`src/rtl/pdts_pkg.sv`:
```
`timescale 1ns / 1ps
package pdts_pkg;
    localparam int DefaultSlots = 256;
    localparam int CountW = 32;
    localparam int TempW = 16;
    localparam int SumW = 48;
    localparam logic [CountW-1:0] CountMax = '1;

    typedef struct packed {
        logic                    action;
        logic [7:0]              device_id;
        logic                    valid_req;
        logic signed [TempW-1:0] temperature;
    } t_in_word;

    typedef struct packed {
        logic [CountW-1:0]       processed_count;
        logic [CountW-1:0]       invalid_count;
        logic signed [TempW-1:0] global_min;
        logic signed [TempW-1:0] global_max;
        logic signed [TempW-1:0] global_average;
        logic                    device_present;
        logic [CountW-1:0]       device_samples;
        logic signed [TempW-1:0] device_min;
        logic signed [TempW-1:0] device_max;
        logic signed [SumW-1:0]  device_sum;
        logic signed [TempW-1:0] device_average;
    } t_out_word;

    typedef struct packed {
        logic [CountW-1:0]       count;
        logic signed [SumW-1:0]  sum;
        logic signed [TempW-1:0] mn;
        logic signed [TempW-1:0] mx;
    } t_stats;

    typedef struct packed {
        logic                   start;
        logic signed [SumW-1:0] sum;
        logic [CountW-1:0]      count;
    } t_div_req;

    function automatic t_stats fold(input t_stats s, input logic signed [TempW-1:0] t);
        t_stats r;
        r = s;
        if (s.count == '0) begin
            r.mn = t;
            r.mx = t;
        end else begin
            if (t < s.mn) r.mn = t;
            if (t > s.mx) r.mx = t;
        end
        if (s.count != CountMax) begin
            r.sum = s.sum + SumW'(t);
            r.count = s.count + 1'b1;
        end
        return r;
    endfunction
endpackage

```
`src/rtl/pdts_div.sv`:
```
`timescale 1ns / 1ps
module pdts_div (
    input  logic                                 i_clk,
    input  logic                                 i_rst_n,
    input  pdts_pkg::t_div_req                   i_req,
    output logic                                 o_done,
    output logic signed [pdts_pkg::TempW-1:0]    o_quot
);
    import pdts_pkg::*;

    localparam int CntW = $clog2(SumW + 1);

    logic [SumW-1:0]   r_num, n_num;
    logic [CountW:0]   r_rem, n_rem;
    logic [CountW-1:0] r_den;
    logic              r_neg, r_busy, r_done;
    logic [CntW-1:0]   r_cnt;
    logic [CountW:0]   w_trial;
    logic [SumW-1:0]   w_q;

    assign w_trial = {r_rem[CountW-1:0], r_num[SumW-1]};

    always_comb begin
        n_rem = w_trial;
        n_num = {r_num[SumW-2:0], 1'b0};
        if (w_trial >= {1'b0, r_den}) begin
            n_rem = w_trial - {1'b0, r_den};
            n_num[0] = 1'b1;
        end
    end

    assign w_q = r_neg ? (~r_num + 1'b1) : r_num;

    always_ff @(posedge i_clk) begin
        if (!i_rst_n) begin
            r_busy <= 1'b0;
            r_done <= 1'b0;
            r_cnt  <= '0;
        end else begin
            r_done <= 1'b0;
            if (i_req.start) begin
                r_neg  <= i_req.sum[SumW-1];
                r_num  <= i_req.sum[SumW-1] ? (~i_req.sum + 1'b1) : i_req.sum;
                r_den  <= i_req.count;
                r_rem  <= '0;
                r_cnt  <= CntW'(SumW);
                r_busy <= 1'b1;
                if (i_req.count == '0) begin
                    r_num  <= '0;
                    r_busy <= 1'b0;
                    r_done <= 1'b1;
                end
            end else if (r_busy) begin
                r_num <= n_num;
                r_rem <= n_rem;
                r_cnt <= r_cnt - 1'b1;
                if (r_cnt == CntW'(1)) begin
                    r_busy <= 1'b0;
                    r_done <= 1'b1;
                end
            end
        end
    end

    assign o_done = r_done;
    assign o_quot = w_q[TempW-1:0];
endmodule

```
`config.mk`:
```
export PLATFORM = sky130hd
export DESIGN_NAME = pdts_div
export DESIGN_NICKNAME = d
export VERILOG_FILES = /design/src/rtl/pdts_pkg.sv /design/src/rtl/pdts_div.sv
export SDC_FILE = /design/constraint.sdc
export NUM_CORES = 1
export LEC_CHECK = 0
export BUFFER_PORTS_ARGS = -buffer_cell sky130_fd_sc_hd__buf_4
export CORE_MARGIN = 2
export CORE_UTILIZATION = 45
export CTS_BUF_LIST = sky130_fd_sc_hd__clkbuf_8
export DETAILED_ROUTE_END_ITERATION = 7
export GPL_TIMING_DRIVEN = 0
export MAX_ROUTING_LAYER = met4
export PLACE_DENSITY = 0.62
export SLEW_MARGIN = 30
export SYNTH_ARGS = -nofsm -noshare
export SYNTH_HDL_FRONTEND = slang
export SYNTH_SLANG_ARGS = --single-unit
```
`constraint.sdc`:
```
create_clock -name i_clk -period 6.72 [get_ports i_clk]
set_input_delay 0 -clock i_clk [delete_from_list [all_inputs] [get_ports i_clk]]
set_output_delay 0 -clock i_clk [all_outputs]
set_load 0.01 [all_outputs]
```
After elaboration in Yosys (flattened, before gate mapping)
Index checks and enable logic that the tools add are counted.
{"block": "totals", "regBits": 121, "input_bits": 83, "out_inout_bits": 17, "elab_cells": 40}
{"block": "op_classes", "n_addsub": 4, "magnitude_cmp": 1, "eq_ne": 1, "mux": 18, "n_bitwise": 3, "reduce_logical": 5}
{"operator": "48-bit two-way mux", "n": 4}
{"operator": "32-bit two-way mux", "n": 2}
{"operator": "48-bit by 1-bit adder with 48-bit output (second input constant)", "n": 1}
{"operator": "48-bit NOT", "n": 1}
{"operator": "33-bit by 32-bit greater-or-equal comparator with 1-bit output", "n": 1}
{"operator": "32-bit logical NOT", "n": 1}
{"operator": "32-bit subtractor", "n": 1}
{"operator": "16-bit by 1-bit adder with 16-bit output (second input constant)", "n": 1}
{"operator": "16-bit two-way mux", "n": 1}
{"operator": "16-bit NOT", "n": 1}
{"operator": "6-bit two-way mux", "n": 2}
{"operator": "1-bit two-way mux", "n": 9}
{"operator": "6-bit by 1-bit equality test with 1-bit output (second input constant)", "n": 1}
{"operator": "6-bit by 1-bit subtractor with 6-bit output (second input constant)", "n": 1}
{"operator": "2-bit AND reduction", "n": 2}
{"operator": "2-bit nonzero test", "n": 1}
{"operator": "2-bit OR reduction", "n": 1}
{"operator": "1-bit NOT", "n": 1}

Logic depth before layout (Yosys ltp)
{"block": "logic_depth", "word_depth": 5, "depth_mapped": 13}

Worst setup path after synthesis
Ideal clock, no wire load.
{"block": "synth_path", "kind": "input-to-reg", "start": "in i_req[44] in the netlist's numbering", "end": "reg r_num[45], data pin", "setup_time_ps": 266, "t_arrival_ps": 3184, "required_time_ps": 6454, "path_slack_ps": 3271, "cell_stages": 9, "cell_sequence": "or4_4 or4_4 or4_4 or4_4 or3_4 or4_4 o41ai_2 xor2_1 o2bb2ai_1"}
{"block": "synth_between", "elab_chain_cells": 5}
{"item": "start, declared", "line": "pdts_div.sv:5", "source": "input pdts_pkg::t_div_req i_req,"}
{"item": "48-bit NOT", "line": "pdts_div.sv:43", "source": "r_num <= i_req.sum[SumW-1] ? (~i_req.sum + 1'b1) : i_req.sum;"}
{"item": "48-bit by 1-bit adder with 48-bit output", "line": "pdts_div.sv:43"}
{"item": "48-bit two-way mux", "line": "pdts_div.sv:43"}
{"item": "48-bit two-way mux", "line": "pdts_div.sv:48", "source": "if (i_req.count == '0) begin"}
{"item": "48-bit two-way mux", "line": "pdts_div.sv:41", "source": "if (i_req.start) begin"}
{"item": "end signal, assigned", "line": "pdts_div.sv:43"}
{"item": "end signal, assigned", "line": "pdts_div.sv:54", "source": "r_num <= n_num;"}
{"item": "end, declared", "line": "pdts_div.sv:13", "source": "logic [SumW-1:0] r_num, n_num;"}
Every way passes these cells.
A chain may end at the register's enable or synchronous reset.

Final worst setup path
{"block": "layout_path", "start": "reg r_rem[7]", "end": "reg r_rem[16], data pin"}
{"block": "layout_between", "elab_chain_cells": 3, "elab_cells_between_ends": 4, "classes_between": "add/sub: 1; order compare: 1; mux: 2"}
{"item": "start, declared", "line": "pdts_div.sv:14", "source": "logic [CountW:0] r_rem, n_rem;"}
{"item": "start signal, assigned", "line": "pdts_div.sv:55", "source": "r_rem <= n_rem;"}
{"item": "32-bit subtractor or 33-bit by 32-bit greater-or-equal comparator with 1-bit output (tied branches)", "line": "pdts_div.sv:27, pdts_div.sv:26"}
{"item": "32-bit two-way mux (*)", "line": "pdts_div.sv:26", "source": "if (w_trial >= {1'b0, r_den}) begin"}
{"item": "32-bit two-way mux (*)", "line": "pdts_div.sv:53", "source": "end else if (r_busy) begin"}
Mark *: on every way between the ends. The rest lies on a longest branch, timed or not. The select of a mux whose other input is x is not followed.

==> impl_metrics.py <==
metrics = {
    "place": {
        "portBuffers": 99,
        "gp_congestion": 0.986,
        "dpl_cell_area_sq_um": 8960,
        "hpwl_mm": 14.7,
    },
    "sta": {
        "fmax_mhz": 230,
        "setup_viol": 0,
        "tns_ns": 0,
        "fin_crit_sh_pct": 64.6,
        "skew_ns": 0.0207,
        "finalCriticalPeriod_ns": 4.34,
        "rsz0062_at_grt": "no",
        "relSlewSlack_pct": 48.6,
        "hold_violations": 0,
        "worst_slew_pin_slew_ns": 0.771,
        "hold_ws_ns": 0.272,
        "final-max-slew-violation-count": 0,
    },
    "layout": {
        "fin_util_pct": 59.4,
        "diodes": 0,
        "nets": 1090,
        "fin_area_sq_um": 10200,
        "drive_gt1_share_pct": 15.6,
        "final_cell_mix": "113 x edfxtp_1, 100 x buf_4, 81 x dlygate4sd3_1",
        "area_growth_syn_to_layout_pct": 29.8,
        "final_common_cell": "edfxtp_1",
    },
    "die": {
        "initial_core_util_pct": 45.7,
        "fp.dieArea_sq_um": 18500,
        "io_pins": 100,
        "num_rows": 48,
        "core-area_sq_um": 17200,
        "fp.dieH_um": 136,
        "die_w_um": 136,
    },
    "setup_path": {
        "start_kind": "flip-flop",
        "cp-end-kind": "flip-flop",
        "critPathKind": "reg2reg",
        "crit_buf_inv": 1,
        "critical_path.max_fanout": 10,
        "crit_path_top_delay_cell": "clkbuf_1",
        "cp_common_cell": "nor2_1",
        "arrival_ns": 4.52,
        "crit_chain": "ha_1 > a211oi_1 > nor2_1 > nor3_1 > o211ai_1 > o31ai_1 > a211oi_1 > nor2_1 > clkbuf_1 > mux2i_1 > nor2_1",
        "cp_slowest_stage_delay_ns": 0.65,
        "crit_required_ns": 6.89,
        "path_delay_family": "compound AO/OA/AOI/OAI gates",
    },
    "synth": {
        "yosys.area_share.adder_pct": 5.99,
        "synth.avg_cell_area_sq_um": 10.2,
        "synth_xor_area_share_pct": 10.1,
        "yosys.cell_types.count": 58,
        "yosysWarnings": 0,
        "yosys_register_bits": 121,
        "synth_mux_area_share_pct": 3.44,
        "synthSimpleGateAreaFrac_pct": 13.0,
        "synth_edf_count": 113,
        "synth-async-reset-ratio_pct": 0,
        "synth_area_leaders": "edfxtp_1 43%, xor2_1 6.4%, ha_1 5.7%",
        "synth_compound_area_share_pct": 17.9,
        "ys.flop_type": "edfxtp_1",
        "syn_area_sq_um": 7860,
        "netlist_instances": 768,
        "synth_top_family_by_area": "compound AO/OA/AOI/OAI gates",
        "synth_largest_area_cell": "edfxtp_1",
        "synth_nets": 888,
        "yosysTopAreaCellShare_pct": 43.2,
        "synth-seq-area-share_pct": 45.2,
    },
    "clock_network": {
        "clk_pin_slew_ns": 0.08,
        "cts_max_level": 4,
        "clkLatencyLatePin_ns": 0.46,
        "cts_resized": 0,
        "cts_setup_buffers": 0,
        "cts_sinks": 121,
        "numCtsBuffers": 17,
        "cts_tree": "yes",
        "root_buffer": "clkbuf_8",
        "max-clock-path-buffers": 2,
    },
    "detailed_routing": {
        "vias": 6766,
        "first_iter_violations": 453,
        "postRouteAntennaNets": 0,
        "post-route-drc-count": 0,
        "first_pass_iters": 5,
        "avgViaCountPerCell": 5.60,
        "wl_mm": 20.9,
        "wl_per_cell_um": 17.3,
    },
    "global_routing": {
        "grt_max_degree": 30,
        "grt_pass1_wl_mm": 34.1,
        "grt_overflow_total": 0,
        "antenna_found_initial": 0,
        "first_global_vias": 6876,
        "grt_usage_pct": 24.2,
    },
    "run": {
        "maxCapViolCount": 0,
    },
    "power_and_ir_drop": {
        "leakagePower_nw": 4.06,
        "vdd_drop_max_v": 0.000132,
        "power.total_w": 0.00228,
        "power_density_nw_per_um2": 224,
    },
    "outcome": {
        "status": "finished clean",
    },
    "min_path": {
        "hold_class": "in2reg",
    },
}
## final timing paths
kind	startpoint	end	slack (ns)	cells past startpoint
min reg2reg	r_cnt[1]$_SDFFE_PP0P_	r_cnt[1]$_SDFFE_PP0P_	0.51	2
min	i_req[10]	r_den[10]$_DFFE_PP_	0.27	2
max reg2reg	r_rem[7]$_SDFFCE_PP0P_	r_rem[16]$_SDFFCE_PP0P_	2.38	11
max	r_rem[7]$_SDFFCE_PP0P_	r_rem[16]$_SDFFCE_PP0P_	2.38	11
## registers in the layout, summed over array words and instances, names as in the netlist
register	cells
o_done	1
r_busy	1
r_cnt	6
r_den	32
r_neg	1
r_num	48
r_rem	32
## through the flow
stage / instances / setup WS, ns
final: 1208 / 2.38
after global routing: 1208 / 2.17
after CTS: 1208 / 2.39
after detailed placement: 1095 / 2.44
after global placement: 1092 / 2.49
after floorplan: 768 / 3.27
## cell families (layout without fill, tap and decap cells)
group / count (synthesis) / in the layout
and+or+nand+nor: 197 / 197
adders and majority gates: 37 / 37
DFF: 121 / 121
AOI/OAI and AO/OA: 207 / 207
xor gates and xnor gates: 91 / 91
muxes: 27 / 27
buffers and inverters: 88 / 303
## power by group
group | leakage, nW | internal (W) | total [W] | switching (W)
clock network | 0.215 | 0.000390 | 0.000718 | 0.000328
registers | 1.15 | 0.000903 | 0.000934 | 0.0000310
logic | 2.69 | 0.000285 | 0.000630 | 0.000344
## cell type report
cell class / instances / area [sq um]
fillers: 1489 / 6980
multi-input cells: 559 / 3980
flip-flops and latches: 121 / 3550
repair buffers: 183 / 1620
well taps: 225 / 282
clock buffers: 19 / 262
inverters: 59 / 221
clock inverters: 13 / 166
plain buffers: 29 / 113
## per-layer routing
metal	wire length [um]	track usage (%)	vias to the layer above	part of all wire [%]
met5	0	-	-	0
met4	250	6.77	0	1.2
met3	847	4.14	21	4.1
met2	10500	41.3	170	50
met1	9250	29.6	3284	44
li1	-	-	3291	-
## timing repair
item                       4_1_cts  5_1_grt
hold buffers                    81        0
hold endpoints to repair        88        0
setup endpoints to repair        0        0
## cells in the mapped netlist, types with 3 or more instances
cell type  number
and3_1          7
o21a_1          3
a21oi_1        41
or4_1           6
clkbuf_1       27
or4_4           5
dfxtp_1         8
o211ai_1        4
nand2_1        43
or2_2           3
o2bb2ai_1      35
or3_1          11
a31oi_1         5
edfxtp_1      113
a211o_1         3
xor2_1         57
mux2i_1        27
xnor2_1        34
o31ai_1        22
o22ai_1        12
nor3_1         15
nand4_1        12
o41ai_1         7
nor4_1         12
a211oi_1        7
o21ai_0        40
a21boi_0        3
inv_1          58
nand3_1        12
nor2b_1         5
ha_1           36
nor2_1         51
a21o_1         12
Power figures use the tool's default switching activity.
